[src/rtl/core/pwm_frequency_duty_meter_core_assert.svh]
// ----------------------------------------------------------------------------
// pwm_frequency_duty_meter_core_assert.svh
// Assertion macros shared by the meter modules.
// ----------------------------------------------------------------------------
`ifndef PWM_FREQUENCY_DUTY_METER_CORE_ASSERT_SVH
`define PWM_FREQUENCY_DUTY_METER_CORE_ASSERT_SVH

// Checked only out of reset.
`define PFDM_ASSERT(lbl, clk, rst_n, prop, msg) \
  lbl: assert property (@(posedge clk) disable iff (!rst_n) prop) else $error(msg);

// Checked at every edge, reset included.
`define PFDM_ASSERT_ALWAYS(lbl, clk, prop, msg) \
  lbl: assert property (@(posedge clk) prop) else $error(msg);

`endif

[src/rtl/core/pfdm_pkg.sv]
// ----------------------------------------------------------------------------
// pfdm_pkg
// Types, widths and constants of the PWM frequency and duty meter.
// ----------------------------------------------------------------------------
package pfdm_pkg;

  localparam int unsigned CAP_W      = 16;
  localparam int unsigned FREQ_W     = 28;
  localparam int unsigned DUTY_W     = 7;
  localparam int unsigned TICK_W     = 24;
  localparam int unsigned CFG_IDX_W  = 8;
  localparam int unsigned CFG_DATA_W = 28;

  localparam int unsigned STAMP_BITS_DEF  = 16;
  localparam int unsigned QUEUE_DEPTH_DEF = 2;

  localparam logic [FREQ_W-1:0] CLOCK_HZ_RST = FREQ_W'(120000000);
  localparam logic [TICK_W-1:0] TIMEOUT_RST  = TICK_W'(1200000);

  localparam logic [DUTY_W-1:0] DUTY_FULL = DUTY_W'(100);

  // Register indexes on the configuration port
  localparam logic [CFG_IDX_W-1:0] CFG_CLOCK_HZ = CFG_IDX_W'(0);
  localparam logic [CFG_IDX_W-1:0] CFG_TIMEOUT  = CFG_IDX_W'(1);

  // Input item kinds
  localparam logic MODE_EDGE = 1'b0;
  localparam logic MODE_TICK = 1'b1;

  typedef struct packed {
    logic             mode;
    logic [CAP_W-1:0] capture_stamp;
    logic             pin_level;
  } in_item_t;

  typedef struct packed {
    logic [FREQ_W-1:0] freq_hz;
    logic [DUTY_W-1:0] duty_percent;
    logic              timed_out;
  } out_item_t;

  typedef enum logic [1:0] {
    BK_IDLE,
    BK_FREQ,
    BK_DUTY,
    BK_EMIT
  } bk_state_e;

endpackage

[src/rtl/core/pfdm_front.sv]
// ----------------------------------------------------------------------------
// pfdm_front
// Takes edge and tick items, tracks the measurement and queues result jobs.
// ----------------------------------------------------------------------------
module pfdm_front import pfdm_pkg::*; #(
  parameter int unsigned STAMP_BITS = STAMP_BITS_DEF,
  parameter int unsigned JOB_W      = 2 + 2 * STAMP_BITS
) (
  input  logic              clk_i,
  input  logic              rst_ni,
  input  logic              in_valid_i,
  output logic              in_ready_o,
  input  in_item_t          in_i,
  input  logic [TICK_W-1:0] timeout_i,
  input  logic              full_i,
  output logic              push_o,
  output logic [JOB_W-1:0]  job_o
);

  localparam int unsigned EXT_W = (STAMP_BITS > CAP_W) ? STAMP_BITS : CAP_W;

  logic [1:0]            edges_q;
  logic [TICK_W-1:0]     idle_q;
  logic [STAMP_BITS-1:0] first_q, second_q;
  logic                  laf_q;

  logic                  accept;
  logic [EXT_W-1:0]      stamp_ext;
  logic [STAMP_BITS-1:0] stamp, dlt, per, dsat, high;
  logic [TICK_W-1:0]     tick_n;
  logic                  timed, measure;

  assign in_ready_o = !full_i;
  assign accept     = in_valid_i && in_ready_o;

  assign stamp_ext = EXT_W'(in_i.capture_stamp);
  assign stamp     = stamp_ext[STAMP_BITS-1:0];

  // intervals modulo the stamp range, first interval clipped to the period
  assign dlt  = second_q - first_q;
  assign per  = stamp - first_q;
  assign dsat = (dlt > per) ? per : dlt;
  assign high = laf_q ? dsat : (per - dsat);

  assign tick_n  = idle_q + TICK_W'(1);
  assign timed   = (tick_n >= timeout_i);
  assign measure = (edges_q >= 2'd2);

  assign push_o = accept && ((in_i.mode == MODE_TICK) ? timed : measure);
  assign job_o  = (in_i.mode == MODE_TICK)
                ? {1'b1, in_i.pin_level, {(2 * STAMP_BITS){1'b0}}}
                : {1'b0, 1'b0, high, per};

  always_ff @(posedge clk_i or negedge rst_ni) begin
    if (!rst_ni) begin
      edges_q <= 2'd0;
      idle_q  <= '0;
    end else if (accept) begin
      if (in_i.mode == MODE_TICK) begin
        if (timed) begin
          edges_q <= 2'd0;
          idle_q  <= '0;
        end else begin
          idle_q  <= tick_n;
        end
      end else begin
        case (edges_q)
          2'd0:    edges_q <= 2'd1;
          2'd1:    edges_q <= 2'd2;
          default: begin
            edges_q <= 2'd0;
            idle_q  <= '0;
          end
        endcase
      end
    end
  end

  always_ff @(posedge clk_i) begin
    if (accept && (in_i.mode == MODE_EDGE)) begin
      if (edges_q == 2'd0) begin
        first_q <= stamp;
        laf_q   <= in_i.pin_level;
      end
      if (edges_q == 2'd1) begin
        second_q <= stamp;
      end
    end
  end

endmodule

[src/rtl/core/pfdm_queue.sv]
// ----------------------------------------------------------------------------
// pfdm_queue
// Short job queue between front and back.
// ----------------------------------------------------------------------------
module pfdm_queue import pfdm_pkg::*; #(
  parameter int unsigned DEPTH = QUEUE_DEPTH_DEF,
  parameter int unsigned WIDTH = 2 + 2 * STAMP_BITS_DEF
) (
  input  logic             clk_i,
  input  logic             rst_ni,
  input  logic             push_i,
  input  logic [WIDTH-1:0] wdata_i,
  output logic             full_o,
  input  logic             pop_i,
  output logic [WIDTH-1:0] rdata_o,
  output logic             empty_o
);

`include "pwm_frequency_duty_meter_core_assert.svh"

  localparam int unsigned PTR_W = $clog2(DEPTH);
  localparam int unsigned CNT_W = $clog2(DEPTH + 1);

  logic [WIDTH-1:0] mem_q [DEPTH];
  logic [PTR_W-1:0] wr_q, rd_q;
  logic [CNT_W-1:0] count_q;

  assign full_o  = (count_q == CNT_W'(DEPTH));
  assign empty_o = (count_q == '0);
  assign rdata_o = mem_q[rd_q];

  always_ff @(posedge clk_i or negedge rst_ni) begin
    if (!rst_ni) begin
      wr_q    <= '0;
      rd_q    <= '0;
      count_q <= '0;
    end else begin
      if (push_i) begin
        wr_q <= (wr_q == PTR_W'(DEPTH - 1)) ? '0 : wr_q + PTR_W'(1);
      end
      if (pop_i) begin
        rd_q <= (rd_q == PTR_W'(DEPTH - 1)) ? '0 : rd_q + PTR_W'(1);
      end
      if (push_i && !pop_i) begin
        count_q <= count_q + CNT_W'(1);
      end else if (pop_i && !push_i) begin
        count_q <= count_q - CNT_W'(1);
      end
    end
  end

  always_ff @(posedge clk_i) begin
    if (push_i) begin
      mem_q[wr_q] <= wdata_i;
    end
  end

  `PFDM_ASSERT(a_no_pop_empty, clk_i, rst_ni, empty_o |-> !pop_i, "pop from empty queue")
  `PFDM_ASSERT(a_no_push_full, clk_i, rst_ni, full_o |-> !push_i, "push into full queue")

endmodule

[src/rtl/core/pfdm_back.sv]
// ----------------------------------------------------------------------------
// pfdm_back
// Works out frequency and duty with a shared serial divider; output register.
// ----------------------------------------------------------------------------
module pfdm_back import pfdm_pkg::*; #(
  parameter int unsigned STAMP_BITS = STAMP_BITS_DEF,
  parameter int unsigned JOB_W      = 2 + 2 * STAMP_BITS
) (
  input  logic              clk_i,
  input  logic              rst_ni,
  input  logic [FREQ_W-1:0] clock_hz_i,
  input  logic              empty_i,
  input  logic [JOB_W-1:0]  job_i,
  output logic              pop_o,
  output logic              out_valid_o,
  input  logic              out_ready_i,
  output out_item_t         out_o
);

`include "pwm_frequency_duty_meter_core_assert.svh"

  localparam int unsigned SB    = STAMP_BITS;
  localparam int unsigned DW    = (SB + DUTY_W > FREQ_W) ? SB + DUTY_W : FREQ_W;
  localparam int unsigned CNT_W = $clog2(DW + 1);
  localparam logic [DW-1:0] SCALE = DW'(DUTY_FULL);

  bk_state_e state_q, state_d;

  logic [CNT_W-1:0]  cnt_q;
  logic [DW-1:0]     dvd_q, dvd_d;
  logic [SB-1:0]     rem_q, rem_d, p_q, high_q;
  logic [SB:0]       trial;
  logic              ge;
  logic [FREQ_W-1:0] freq_q;
  logic [DUTY_W-1:0] duty_q;
  logic              to_q;
  logic              load_out;
  logic              out_valid_q;
  out_item_t         out_q;

  logic              job_to, job_lvl;
  logic [SB-1:0]     job_high, job_p;

  assign job_to   = job_i[JOB_W-1];
  assign job_lvl  = job_i[JOB_W-2];
  assign job_high = job_i[2*SB-1:SB];
  assign job_p    = job_i[SB-1:0];

  // one restoring step: shift in the next dividend bit, subtract if it fits
  assign trial = {rem_q, dvd_q[DW-1]};
  assign ge    = (trial >= {1'b0, p_q});
  assign rem_d = ge ? SB'(trial - {1'b0, p_q}) : trial[SB-1:0];
  assign dvd_d = {dvd_q[DW-2:0], ge};

  always_comb begin
    state_d = state_q;
    case (state_q)
      BK_IDLE: begin
        if (!empty_i) begin
          state_d = (job_to || (job_p == '0)) ? BK_EMIT : BK_FREQ;
        end
      end
      BK_FREQ: if (cnt_q == CNT_W'(1)) state_d = BK_DUTY;
      BK_DUTY: if (cnt_q == CNT_W'(1)) state_d = BK_EMIT;
      BK_EMIT: if (load_out) state_d = BK_IDLE;
      default: state_d = BK_IDLE;
    endcase
  end

  always_comb begin
    pop_o    = 1'b0;
    load_out = 1'b0;
    case (state_q)
      BK_IDLE: pop_o    = !empty_i;
      BK_EMIT: load_out = !out_valid_q || out_ready_i;
      default: ;
    endcase
  end

  always_ff @(posedge clk_i or negedge rst_ni) begin
    if (!rst_ni) begin
      state_q     <= BK_IDLE;
      cnt_q       <= '0;
      out_valid_q <= 1'b0;
    end else begin
      state_q <= state_d;
      case (state_q)
        BK_IDLE: if (pop_o) cnt_q <= CNT_W'(DW);
        BK_FREQ: cnt_q <= (cnt_q == CNT_W'(1)) ? CNT_W'(DW) : cnt_q - CNT_W'(1);
        BK_DUTY: cnt_q <= cnt_q - CNT_W'(1);
        default: ;
      endcase
      if (load_out) begin
        out_valid_q <= 1'b1;
      end else if (out_ready_i) begin
        out_valid_q <= 1'b0;
      end
    end
  end

  always_ff @(posedge clk_i) begin
    case (state_q)
      BK_IDLE: begin
        if (pop_o) begin
          p_q    <= job_p;
          high_q <= job_high;
          dvd_q  <= DW'(clock_hz_i);
          rem_q  <= '0;
          to_q   <= job_to;
          freq_q <= '0;
          duty_q <= (job_to && job_lvl) ? DUTY_FULL : '0;
        end
      end
      BK_FREQ: begin
        if (cnt_q == CNT_W'(1)) begin
          freq_q <= dvd_d[FREQ_W-1:0];
          dvd_q  <= DW'(high_q) * SCALE;
          rem_q  <= '0;
        end else begin
          dvd_q <= dvd_d;
          rem_q <= rem_d;
        end
      end
      BK_DUTY: begin
        dvd_q <= dvd_d;
        rem_q <= rem_d;
        if (cnt_q == CNT_W'(1)) begin
          duty_q <= dvd_d[DUTY_W-1:0];
        end
      end
      default: ;
    endcase
    if (load_out) begin
      out_q <= '{freq_hz: freq_q, duty_percent: duty_q, timed_out: to_q};
    end
  end

  assign out_valid_o = out_valid_q;
  assign out_o       = out_q;

  `PFDM_ASSERT(a_div_count, clk_i, rst_ni,
    (state_q == BK_FREQ || state_q == BK_DUTY) |-> cnt_q != '0, "divider count ran out")
  `PFDM_ASSERT(a_duty_range, clk_i, rst_ni,
    (state_q == BK_EMIT) |-> duty_q <= DUTY_FULL, "duty above full scale")
  `PFDM_ASSERT(a_timeout_zero, clk_i, rst_ni,
    (out_valid_o && out_o.timed_out) |-> out_o.freq_hz == '0, "timeout with nonzero frequency")
  `PFDM_ASSERT_ALWAYS(a_reset_quiet, clk_i, !rst_ni |-> !out_valid_q, "result valid in reset")

endmodule

[src/rtl/core/pwm_frequency_duty_meter_core.sv]
// ----------------------------------------------------------------------------
// pwm_frequency_duty_meter_core
// Input-capture frequency and duty meter: edge and tick items in, results out.
// ----------------------------------------------------------------------------
// Use:
//   in channel : one item per handshake. mode = edge carries the capture
//                stamp and the pin level; mode = tick counts idle time.
//   out channel: one result per completed three-capture measurement, or per timeout tick.
//   cfg channel: index 0 = clock_hz, index 1 = timeout_ticks, always ready;
//                the user writes only while idle; not enforced by the block.
// Throughput: the front takes one item every cycle while the job queue has
//   room; when the queue is full, in_ready drops for every item kind. The
//   back takes a new job only after the last result is in the output
//   register; measurements go through the bit-serial divider, DW bits wide
//   (DW = max(28, STAMP_BITS+7), 28 at the default), shared by frequency
//   and duty, while timeout and zero-period jobs skip the divider.
// Stall: results wait in the output register; the back waits to unload it,
//   the queue fills behind it and then in_ready drops.
// Reset: measurement and idle count cleared, queue empty, no result pending,
//   registers back to 120 MHz and 1200000 ticks.
// ----------------------------------------------------------------------------
module pwm_frequency_duty_meter_core import pfdm_pkg::*; #(
  parameter int unsigned STAMP_BITS  = STAMP_BITS_DEF,
  parameter int unsigned QUEUE_DEPTH = QUEUE_DEPTH_DEF
) (
  input  logic                  clk_i,
  input  logic                  rst_ni,
  input  logic                  in_valid_i,
  output logic                  in_ready_o,
  input  in_item_t              in_i,
  output logic                  out_valid_o,
  input  logic                  out_ready_i,
  output out_item_t             out_o,
  input  logic                  cfg_valid_i,
  output logic                  cfg_ready_o,
  input  logic [CFG_IDX_W-1:0]  cfg_index_i,
  input  logic [CFG_DATA_W-1:0] cfg_data_i
);

  // job: timeout flag, pin level, high time, period
  localparam int unsigned JOB_W = 2 + 2 * STAMP_BITS;

  logic [FREQ_W-1:0] clock_hz_q;
  logic [TICK_W-1:0] timeout_q;

  logic             push, pop, full, empty;
  logic [JOB_W-1:0] job_wr, job_rd;

  // Configuration registers; writes outside the list are dropped
  assign cfg_ready_o = 1'b1;

  always_ff @(posedge clk_i or negedge rst_ni) begin
    if (!rst_ni) begin
      clock_hz_q <= CLOCK_HZ_RST;
      timeout_q  <= TIMEOUT_RST;
    end else if (cfg_valid_i && cfg_ready_o) begin
      case (cfg_index_i)
        CFG_CLOCK_HZ: clock_hz_q <= cfg_data_i[FREQ_W-1:0];
        CFG_TIMEOUT:  timeout_q  <= cfg_data_i[TICK_W-1:0];
        default: ;
      endcase
    end
  end

  // Front: classifies items and keeps the partial measurement
  pfdm_front #(
    .STAMP_BITS (STAMP_BITS),
    .JOB_W      (JOB_W)
  ) u_front (
    .clk_i      (clk_i),
    .rst_ni     (rst_ni),
    .in_valid_i (in_valid_i),
    .in_ready_o (in_ready_o),
    .in_i       (in_i),
    .timeout_i  (timeout_q),
    .full_i     (full),
    .push_o     (push),
    .job_o      (job_wr)
  );

  // Decoupling queue, keeps results in order
  pfdm_queue #(
    .DEPTH (QUEUE_DEPTH),
    .WIDTH (JOB_W)
  ) u_queue (
    .clk_i   (clk_i),
    .rst_ni  (rst_ni),
    .push_i  (push),
    .wdata_i (job_wr),
    .full_o  (full),
    .pop_i   (pop),
    .rdata_o (job_rd),
    .empty_o (empty)
  );

  // Back: divisions and the output register
  pfdm_back #(
    .STAMP_BITS (STAMP_BITS),
    .JOB_W      (JOB_W)
  ) u_back (
    .clk_i       (clk_i),
    .rst_ni      (rst_ni),
    .clock_hz_i  (clock_hz_q),
    .empty_i     (empty),
    .job_i       (job_rd),
    .pop_o       (pop),
    .out_valid_o (out_valid_o),
    .out_ready_i (out_ready_i),
    .out_o       (out_o)
  );

endmodule

[config.mk]
export PLATFORM = sky130hd
export DESIGN_NAME = pwm_frequency_duty_meter_core
export DESIGN_NICKNAME = d
export VERILOG_FILES = /design/src/rtl/core/pfdm_pkg.sv /design/src/rtl/core/pfdm_front.sv /design/src/rtl/core/pfdm_queue.sv /design/src/rtl/core/pfdm_back.sv /design/src/rtl/core/pwm_frequency_duty_meter_core.sv
export VERILOG_INCLUDE_DIRS = /design/src /design/src/rtl/core
export SDC_FILE = /design/constraint.sdc
export NUM_CORES = 1
export LEC_CHECK = 0
export BUFFER_PORTS_ARGS = -buffer_cell sky130_fd_sc_hd__buf_2
export CORE_ASPECT_RATIO = 1.5
export CORE_MARGIN = 10
export CORE_UTILIZATION = 56
export CTS_CLUSTER_SIZE = 25
export DETAILED_ROUTE_END_ITERATION = 6
export PLACE_DENSITY_LB_ADDON = 0.1
export SLEW_MARGIN = 20
export SYNTH_ARGS = -nofsm -noshare
export SYNTH_HDL_FRONTEND = slang
export SYNTH_SLANG_ARGS = --single-unit
export TNS_END_PERCENT = 100
[constraint.sdc]
create_clock -name clk_i -period 6.4 [get_ports clk_i]
set_input_delay 1.28 -clock clk_i [delete_from_list [all_inputs] [get_ports clk_i]]
set_output_delay 1.28 -clock clk_i [all_outputs]
set_load 0.05 [all_outputs]
==> results of run 1 <==
## state kept, by name, summed over array words and instances, names as in the netlist, 16 cells and up
name	cells
u_front.second_q	16
u_queue.mem_q	68
clock_hz_q	28
u_back.high_q	16
u_back.rem_q	16
u_front.idle_q	24
u_back.out_o	36
timeout_q	24
u_back.freq_q	28
u_back.dvd_q	28
u_back.p_q	16
u_front.first_q	16
## synthesized netlist by cell type (all sizes together) (5+ instances only)
cell,count,share of area (%)
nor3,17,0.45
nand4,8,0.26
buf,6,0.22
dfrtp,72,9.4
nor2b,32,1.0
a22oi,15,0.59
a31oi,11,0.36
a211oi,13,0.59
mux2,82,4.8
and3,17,0.58
a21oi,76,2.1
inv,164,3.2
o211ai,8,0.31
mux2i,36,2.0
edfxtp,249,39
o21bai,8,0.31
fa,15,1.6
o21ai,82,2.2
nor2,119,2.4
xnor2,50,2.3
nand2,84,1.7
o21a,13,0.51
o31a,6,0.28
a21o,37,1.5
dfstp,18,2.5
o22ai,5,0.16
a21boi,8,0.31
and2,39,1.3
or3,6,0.20
nor4,9,0.41
a22o,14,0.64
clkbuf,46,0.90
ha,162,11
nand2b,16,0.52
xor2,34,1.6
nand3,41,1.1
## area by class of cell
| type | count | area, µm² | share of cell area, % |
|---|---|---|---|
| clock inverter | 19 | 194 | 0.863 |
| multi-input combinational | 1109 | 8790 | 39.1 |
| inverter | 164 | 628 | 2.79 |
| clock buffer | 42 | 942 | 4.19 |
| timing repair buffer | 248 | 1650 | 7.32 |
| sequential | 339 | 9750 | 43.4 |
| tap | 420 | 526 | 2.34 |
## per-stage QoR
stage,setup slack (ns),instances,instance area [µm²],hold slack [ns]
after detailed placement,-1.03,2270,21100,0.405
after global routing,-0.686,2341,22500,0.426
after floorplan,-0.622,1664,19200,0.400
after CTS,-0.291,2337,22300,0.419
final,-0.317,2341,22500,0.417
after global placement,-0.954,2270,21100,0.402
## power by group through the flow
stage	Clock (mW)	Combinational (mW)	Sequential (mW)
after floorplan	0	4.51	3.77
after global placement	0	6.36	3.59
after detailed placement	0	6.48	3.62
after CTS	2.08	6.65	3.58
after global routing	2.16	7.50	3.64
final	2.02	6.72	3.57
## cell families after synthesis
kind of cell	share of synthesized area, %
other	0.0196
muxes	6.81
xor gates and xnor gates	3.85
buffers and inverters	4.35
and+or+nand+nor	10.6
adders and majority gates	12.2
DFF	51.1
AOI/OAI and AO/OA	11.1
## layer usage
metal / GRT usage, % / wire (µm)
met5: 0 / 0
met4: 4.97 / 820
met3: 2.59 / 1420
met2: 34.8 / 20900
met1: 22.9 / 16800
## what timing repair did
action                                  CTS  global route
hold buffers                              0             0
setup buffers                             6             5
resized for setup                        16            20
endpoints found under the setup margin   18            20
pin swaps                                23            32
## worst max-delay path, delay by kind of cell
family,cells,cell delay [ns]
compound gates,16,2.65
mux,1,0.19
simple gates,4,0.76
xor+xnor,2,0.26
fa+ha+maj,5,1.33
buf+inv,6,0.47
## worst paths after layout
| kind | cells after the start | endpoint | from |
|---|---|---|---|
| worst max-delay path | 34 | u_queue.mem_q[0][30] | in_i[1] |
| worst min-delay path | 0 | u_back.out_o[3] | u_back.duty_q[2] |
| worst max register to register | 34 | u_queue.mem_q[0][30] | u_front.second_q[0] |
| worst min register to register | 0 | u_back.out_o[3] | u_back.duty_q[2] |
| max in group asynchronous | 2 | u_back.out_valid_o | rst_ni |
| min in group asynchronous | 1 | u_front.idle_q[4] | rst_ni |
==> impl_metrics.py, run 1 <==
metrics = {
    "pwr": {
        "p_switching_mw": 4.92,
        "swShare_pct": 40.0,
        "p_leak_nw": 9.91,
        "p_seq_share_pct": 29.0,
        "power_frac_clock_pct": 16.4,
        "peakVddDrop_uv": 292,
        "power.internal_mw": 7.39,
        "power_density_nw_per_um2": 547,
        "finalPower_mw": 12.3,
        "combPwrFrac_pct": 54.6,
    },
    "floorplan": {
        "die-height_um": 246,
        "fp.dieW_um": 171,
        "rows": 82,
        "pin_count": 98,
        "die_area_um2": 42000,
        "initial_core_util_pct": 56.9,
        "core-area_um2": 33500,
    },
    "yosys": {
        "synthArstFlopShare_pct": 26.5,
        "synth_edf_count": 249,
        "synth-seq-area-share_pct": 51.1,
        "ys.flop_type": "edfxtp_1",
        "ys_ff_latch": 339,
        "netlist_instances": 1664,
        "netlist_area_um2": 19100,
        "postSynthAreaPerCell_um2": 11.5,
        "ys_warn_count": 0,
        "syn_nets": 1900,
        "ys_types": 76,
    },
    "placed_design": {
        "gp_congestion": 0.875,
        "place_hpwl_um": 30000,
        "io_buffers": 96,
    },
    "detailed_routing": {
        "first_pass_iters": 5,
        "vias": 13000,
        "drc": 0,
        "via_per_inst": 5.55,
        "drt_iter0_markers": 543,
        "routedWlPerCell_um": 17.1,
        "final_antenna_net_count": 0,
        "drt-total-wl_um": 39900,
    },
    "setup_path": {
        "path_max_fanout": 2,
        "path_class": "primary input to flip-flop",
        "slowest_stage": "fa_2",
        "start_kind": "primary input",
        "critPathMaxStageDelay_ns": 0.40,
        "worstPathRequired_ns": 6.63,
        "arrival_ns": 6.95,
        "crit_path_end_kind": "flip-flop",
        "ff2ff_setup_slack_ns": -0.18,
        "crit_path_frequent_cell": "a21o_1",
    },
    "final_layout": {
        "nets": 2132,
        "fin_util_pct": 67.0,
        "nFillCells": 2539,
        "layout_commonest_cell": "edfxtp_1",
        "area_delta_synth_final_pct": 17.8,
        "mostFrequentLayoutCells": "249 x edfxtp_1, 160 x inv_1, 156 x ha_1, 151 x buf_4, 115 x nor2_1",
        "drive_gt1_share_pct": 24.7,
        "n_antenna_cell": 0,
    },
    "min_path": {
        "min_path_type": "flip-flop to flip-flop",
    },
    "global_route": {
        "grt_max_degree": 66,
        "grt_pass1_vias": 13400,
        "grt_first_pass_wirelength_um": 65700,
        "antenna_found_initial": 0,
        "overflow": 0,
        "track_usage_pct": 19.0,
    },
    "sta": {
        "rsz0062_at_grt": "yes",
        "worstMarginPinSlew_ns": 1.07,
        "setup_viol": 18,
        "slew_headroom_pct": 28.8,
        "timing.final.crit_share_pct": 105,
        "finalMaxSlewViolations": 0,
        "finClkSkew_ns": 0.0178,
        "setup_tns_ns": -4.20,
        "fmax_mhz": 149,
        "period_needed_ns": 6.72,
        "fin_ws_ns": -0.317,
        "hold_viol_final": 0,
    },
    "clock_tree": {
        "clkLatencyLatePin_ns": 0.52,
        "clk_pin_slew_ns": 0.06,
        "cts.sinks": 339,
        "cts_made_buffers": 34,
        "cts_max_level": 2,
        "cts_tree": "built",
        "root_buffer": "clkbuf_16",
        "clk_path_buf_depth": 3,
    },
    "flow_run": {
        "maxCapViolations": 0,
    },
    "outcome": {
        "violations": "negative setup slack",
        "status": "finished, violations left",
    },
}
Power figures use the tool's default switching activity.
==> inputs of run 2 (changes only) <==
--- a/config.mk
+++ b/config.mk
@@ -10,9 +10,11 @@
 export CORE_ASPECT_RATIO = 1.5
 export CORE_MARGIN = 10
 export CORE_UTILIZATION = 56
+export CTS_CLUSTER_DIAMETER = 100
 export CTS_CLUSTER_SIZE = 25
 export DETAILED_ROUTE_END_ITERATION = 6
 export PLACE_DENSITY_LB_ADDON = 0.1
+export RECOVER_POWER = 100
 export SLEW_MARGIN = 20
 export SYNTH_ARGS = -nofsm -noshare
 export SYNTH_HDL_FRONTEND = slang
==> impl_metrics.py, run 2 (same netlist as run 1, synthesis figures left out) <==
metrics = {
    "final_layout": {
        "multi_input_area_um2": 8820,
        "top_register": "u_queue.mem_q",
        "seqCellArea_um2": 9750,
        "nFillCells": 2607,
        "drive_gt1_share_pct": 22.6,
        "nets": 2117,
        "largest_reg_flops": 68,
        "area_delta_synth_final_pct": 14.5,
        "mostFrequentLayoutCells": "249 x edfxtp_1, 160 x inv_1, 155 x ha_1, 152 x buf_4, 115 x nor2_1",
        "n_antenna_cell": 0,
        "final_cell_area_um2": 21900,
        "fin_util_pct": 65.1,
        "layout_commonest_cell": "edfxtp_1",
        "stdcell_count": 2311,
    },
    "global_route": {
        "grt_max_degree": 66,
        "grtUsageMet2_pct": 34.7,
        "use_met1_pct": 22.7,
        "track_usage_pct": 18.7,
        "overflow": 0,
        "top_usage_layer": "met2",
        "antenna_found_initial": 0,
        "grt_pass1_vias": 13200,
        "grt_first_pass_wirelength_um": 64800,
        "use_met3_pct": 1.65,
    },
    "sta": {
        "slew_headroom_pct": 5.89,
        "worstMarginPinSlew_ns": 1.41,
        "finalMaxSlewViolations": 0,
        "timing.final.crit_share_pct": 103,
        "finClkSkew_ns": 0.0173,
        "setup_viol": 10,
        "fin_ws_ns": -0.220,
        "period_needed_ns": 6.62,
        "hold_ws_ns": 0.425,
        "hold_viol_final": 0,
        "fmax_mhz": 151,
        "rsz0062_at_grt": "yes",
    },
    "clock_tree": {
        "hold_buffers": 0,
        "cts_made_buffers": 17,
        "root_buffer": "clkbuf_16",
        "cts.sinks": 339,
        "clk_pin_slew_ns": 0.10,
        "cts_tree": "built",
        "cts_max_level": 1,
        "clkLatencyLatePin_ns": 0.53,
        "clk_path_buf_depth": 3,
    },
    "outcome": {
        "status": "finished, violations left",
        "violations": "negative setup slack",
    },
    "min_path": {
        "min_path_type": "flip-flop to flip-flop",
    },
    "detailed_routing": {
        "vias": 12800,
        "drt_iter0_markers": 671,
        "via_per_inst": 5.55,
        "drt-total-wl_um": 39400,
        "final_antenna_net_count": 0,
        "routedWlPerCell_um": 17.1,
        "drc": 0,
        "first_pass_iters": 5,
    },
    "setup_path": {
        "critPathMaxStageDelay_ns": 0.37,
        "crit_path_frequent_cell": "a21o_1",
        "path_max_fanout": 2,
        "arrival_ns": 6.88,
        "crit_path_end_kind": "flip-flop",
        "slowest_stage": "fa_2",
        "start_kind": "primary input",
        "path_class": "primary input to flip-flop",
        "worstPathRequired_ns": 6.65,
    },
    "placed_design": {
        "place_hpwl_um": 30000,
        "placedCellCount": 2270,
        "dpl-instance-area_um2": 21100,
        "io_buffers": 96,
        "gp_congestion": 0.875,
    },
    "pwr": {
        "peakVddDrop_uv": 351,
        "power_density_nw_per_um2": 527,
        "p_leak_nw": 9.56,
    },
    "floorplan": {
        "die_area_um2": 42000,
        "die-height_um": 246,
        "initial_core_util_pct": 56.9,
        "fp.dieW_um": 171,
        "pin_count": 98,
        "rows": 82,
        "core-area_um2": 33500,
    },
    "flow_run": {
        "maxCapViolations": 0,
    },
}
run 2: critical path: cells and delay by family:
| kind | cells | cell delay, ns |
|---|---|---|
| XOR/XNOR | 2 | 0.35 |
| AO/OA/AOI/OAI | 17 | 2.86 |
| AND/OR/NAND/NOR | 2 | 0.33 |
| multiplexers | 2 | 0.36 |
| buffers and inverters | 6 | 0.44 |
| adder cells (fa/ha/maj) | 5 | 1.24 |
run 2: where the power goes:
group | leakage (nW) | switching (mW) | internal [mW]
Clock | 0.233 | 0.681 | 0.512
Sequential | 3.54 | 0.279 | 3.29
Combinational | 5.80 | 3.81 | 2.93
run 2: stage by stage:
stage | setup TNS [ns] | setup slack, ns | power (mW)
floorplan | -5.98 | -0.622 | 8.27
global placement | -13.98 | -0.954 | 9.95
detailed placement | -16.74 | -1.03 | 10.1
CTS | -2.36 | -0.273 | 11.5
global route | -6.73 | -0.582 | 12.5
finish | -1.40 | -0.220 | 11.5
run 2: area by class of cell:
class                           count  area share, %
Sequential cell                   339           44.6
Multi-Input combinational cell   1109           40.4
Timing Repair Buffer              250           7.51
Inverter                          164           2.87
Tap cell                          420           2.40
Clock buffer                       27           2.12
Clock inverter                      2          0.115
run 2: what timing repair did:
item | CTS | global route
gates resized for setup | 27 | 14
hold endpoints to repair | 0 | 0
setup buffers | 9 | 5
pin swaps | 24 | 9
setup endpoints to repair | 18 | 20
run 2: final timing paths:
kind | start | to | cells past startpoint | slack, ns
setup / recovery | in_i[1] | u_queue.mem_q[1][26] | 34 | -0.22
hold / removal | u_back.freq_q[20] | u_back.out_o[28] | 0 | 0.42
setup reg to reg | u_front.second_q[0] | u_queue.mem_q[1][26] | 33 | -0.10
hold reg to reg | u_back.freq_q[20] | u_back.out_o[28] | 0 | 0.42
max in group asynchronous | rst_ni | u_queue.rd_q | 2 | 3.77
min in group asynchronous | rst_ni | u_front.idle_q[4] | 1 | 1.05
run 2: metal layers:
| metal | share of wire (%) | vias to the layer above |
|---|---|---|
| li1 | - | 6364 |
| met1 | 42 | 6239 |
| met2 | 53 | 186 |
| met3 | 3.2 | 39 |
| met4 | 1.8 | 0 |
| met5 | 0 | - |
==> inputs of run 3 (changes only) <==
--- a/config.mk
+++ b/config.mk
@@ -9,7 +9,8 @@
 export BUFFER_PORTS_ARGS = -buffer_cell sky130_fd_sc_hd__buf_2
 export CORE_ASPECT_RATIO = 1.5
 export CORE_MARGIN = 10
-export CORE_UTILIZATION = 56
+export CORE_UTILIZATION = 58
+export CTS_BUF_LIST = sky130_fd_sc_hd__clkbuf_4
 export CTS_CLUSTER_DIAMETER = 100
 export CTS_CLUSTER_SIZE = 25
 export DETAILED_ROUTE_END_ITERATION = 6
==> constraint.sdc (replaced) <==
create_clock -name clk_i -period 5.8 [get_ports clk_i]
set_input_delay 1.16 -clock clk_i [delete_from_list [all_inputs] [get_ports clk_i]]
set_output_delay 1.16 -clock clk_i [all_outputs]
set_load 0.05 [all_outputs]
==> impl_metrics.py, run 3 (same netlist as run 1, synthesis figures left out) <==
metrics = {
    "final_layout": {
        "mostFrequentLayoutCells": "249 x edfxtp_1, 202 x buf_4, 157 x inv_1, 150 x ha_1, 114 x nor2_1",
        "top_register": "u_queue.mem_q",
        "area_delta_synth_final_pct": 15.8,
        "fin_util_pct": 68.0,
        "nFillCells": 2451,
        "layout_commonest_cell": "edfxtp_1",
        "largest_reg_flops": 68,
        "stdcell_count": 2365,
        "nets": 2175,
        "drive_gt1_share_pct": 26.1,
    },
    "floorplan": {
        "fp.dieW_um": 168,
        "die_area_um2": 40700,
        "rows": 81,
        "die-height_um": 242,
        "core-area_um2": 32500,
        "pin_count": 98,
        "initial_core_util_pct": 58.7,
    },
    "setup_path": {
        "crit_path_frequent_cell": "a21o_1",
        "start_kind": "primary input",
        "crit_path_end_kind": "flip-flop",
        "path_max_fanout": 2,
        "worstPathRequired_ns": 6.37,
        "path_class": "primary input to flip-flop",
        "slowest_stage": "fa_2",
        "reg2regPathDepth": 34,
        "arrival_ns": 7.00,
        "critPathMaxStageDelay_ns": 0.39,
    },
    "global_route": {
        "grt_pass1_vias": 13500,
        "use_met3_pct": 2.27,
        "grtUsageMet2_pct": 35.4,
        "top_usage_layer": "met2",
        "grt_max_degree": 64,
        "track_usage_pct": 19.2,
        "grt_first_pass_wirelength_um": 65700,
        "antenna_found_initial": 2,
        "use_met1_pct": 22.7,
        "overflow": 0,
    },
    "detailed_routing": {
        "final_antenna_net_count": 0,
        "routedWlPerCell_um": 17.1,
        "via_per_inst": 5.56,
        "first_pass_iters": 5,
        "vias": 13100,
        "drt_iter0_markers": 567,
        "drc": 0,
        "drt-total-wl_um": 40400,
    },
    "pwr": {
        "swShare_pct": 42.2,
        "p_switching_mw": 5.29,
        "power_frac_clock_pct": 7.3,
        "peakVddDrop_uv": 368,
        "power_density_nw_per_um2": 567,
        "p_seq_share_pct": 31.3,
        "p_leak_nw": 9.75,
        "power.internal_mw": 7.24,
        "combPwrFrac_pct": 61.4,
    },
    "sta": {
        "finClkSkew_ns": 0.0466,
        "hold_viol_final": 0,
        "period_needed_ns": 6.42,
        "rsz0062_at_grt": "yes",
        "worstMarginPinSlew_ns": 2.61,
        "setup_viol": 20,
        "fmax_mhz": 156,
        "timing.final.crit_share_pct": 111,
        "slew_headroom_pct": -73.8,
        "setup_tns_ns": -9.54,
        "fin_ws_ns": -0.625,
        "finalMaxSlewViolations": 46,
    },
    "clock_tree": {
        "clk_pin_slew_ns": 0.23,
        "hold_buffers": 0,
        "cts.sinks": 339,
        "root_buffer": "clkbuf_4",
        "cts_tree": "built",
        "clkLatencyLatePin_ns": 0.77,
        "clk_path_buf_depth": 3,
        "cts_max_level": 1,
        "cts_made_buffers": 17,
    },
    "outcome": {
        "violations": "max-capacitance violations, max-slew violations, negative setup slack",
        "status": "finished, violations left",
    },
    "placed_design": {
        "gp_congestion": 0.868,
        "placedCellCount": 2306,
        "place_hpwl_um": 30600,
        "post-place-ws_ns": -1.56,
        "io_buffers": 96,
    },
    "min_path": {
        "hold_depth": 0,
        "min_path_type": "flip-flop to flip-flop",
    },
    "flow_run": {
        "maxCapViolations": 1,
    },
}
## run 3: critical path: cells and delay by family
kind,cells,cell delay [ns]
adders and majority gates,5,1.32
AOI/OAI and AO/OA,20,3.37
xor gates and xnor gates,2,0.31
and+or+nand+nor,2,0.27
buffers and inverters,5,0.30
muxes,1,0.27
## run 3: per-layer routing
layer	share of wire (%)	wire (µm)	vias up
met1	41	16600	6421
met2	53	21500	193
li1	-	-	6476
met3	3.4	1380	56
met5	0.047	19	-
met4	2.3	948	2
## run 3: worst paths after layout
path | startpoint | to | slack (ns)
max reg2reg | u_front.first_q[0] | u_queue.mem_q[1][30] | -0.58
max | in_i[1] | u_queue.mem_q[1][30] | -0.62
min reg2reg | u_back.freq_q[5] | u_back.out_o[13] | 0.45
max in group asynchronous | rst_ni | clock_hz_q[24] | 2.90
min in group asynchronous | rst_ni | u_front.idle_q[13] | 1.15
min | u_back.freq_q[5] | u_back.out_o[13] | 0.45
## run 3: power groups by stage
stage / clock network (mW) / registers [mW] / logic [mW]
final: 0.909 / 3.93 / 7.70
after floorplan: 0 / 4.16 / 4.97
after global routing: 1.02 / 3.99 / 8.57
after global placement: 0 / 3.95 / 7.12
after CTS: 0.947 / 3.93 / 7.53
after detailed placement: 0 / 3.99 / 7.29
## run 3: cell type report
type / count / area (µm²) / share of cell area, %
Tap cell: 415 / 519 / 2.35
Timing Repair Buffer: 308 / 2080 / 9.39
Multi-Input combinational cell: 1109 / 8910 / 40.3
Clock inverter: 2 / 20.0 / 0.0905
Clock buffer: 27 / 203 / 0.917
Antenna cell: 1 / 2.50 / 0.0113
Inverter: 164 / 628 / 2.84
Sequential cell: 339 / 9750 / 44.1
## run 3: metrics by stage
step / total power [mW] / area (µm²) / hold WS [ns]
floorplan: 9.13 / 19200 / 0.400
global placement: 11.1 / 21400 / 0.401
detailed placement: 11.3 / 21400 / 0.405
CTS: 12.4 / 21900 / 0.324
global route: 13.6 / 22100 / 0.461
finish: 12.5 / 22100 / 0.451
## run 3: timing repair
action                     4_1_cts  5_1_grt
gates cloned                     0        0
hold endpoints to repair         0        0
setup buffers                   15       14
gates resized for setup         32       28
setup endpoints to repair       22       24
pin swaps                       40       32
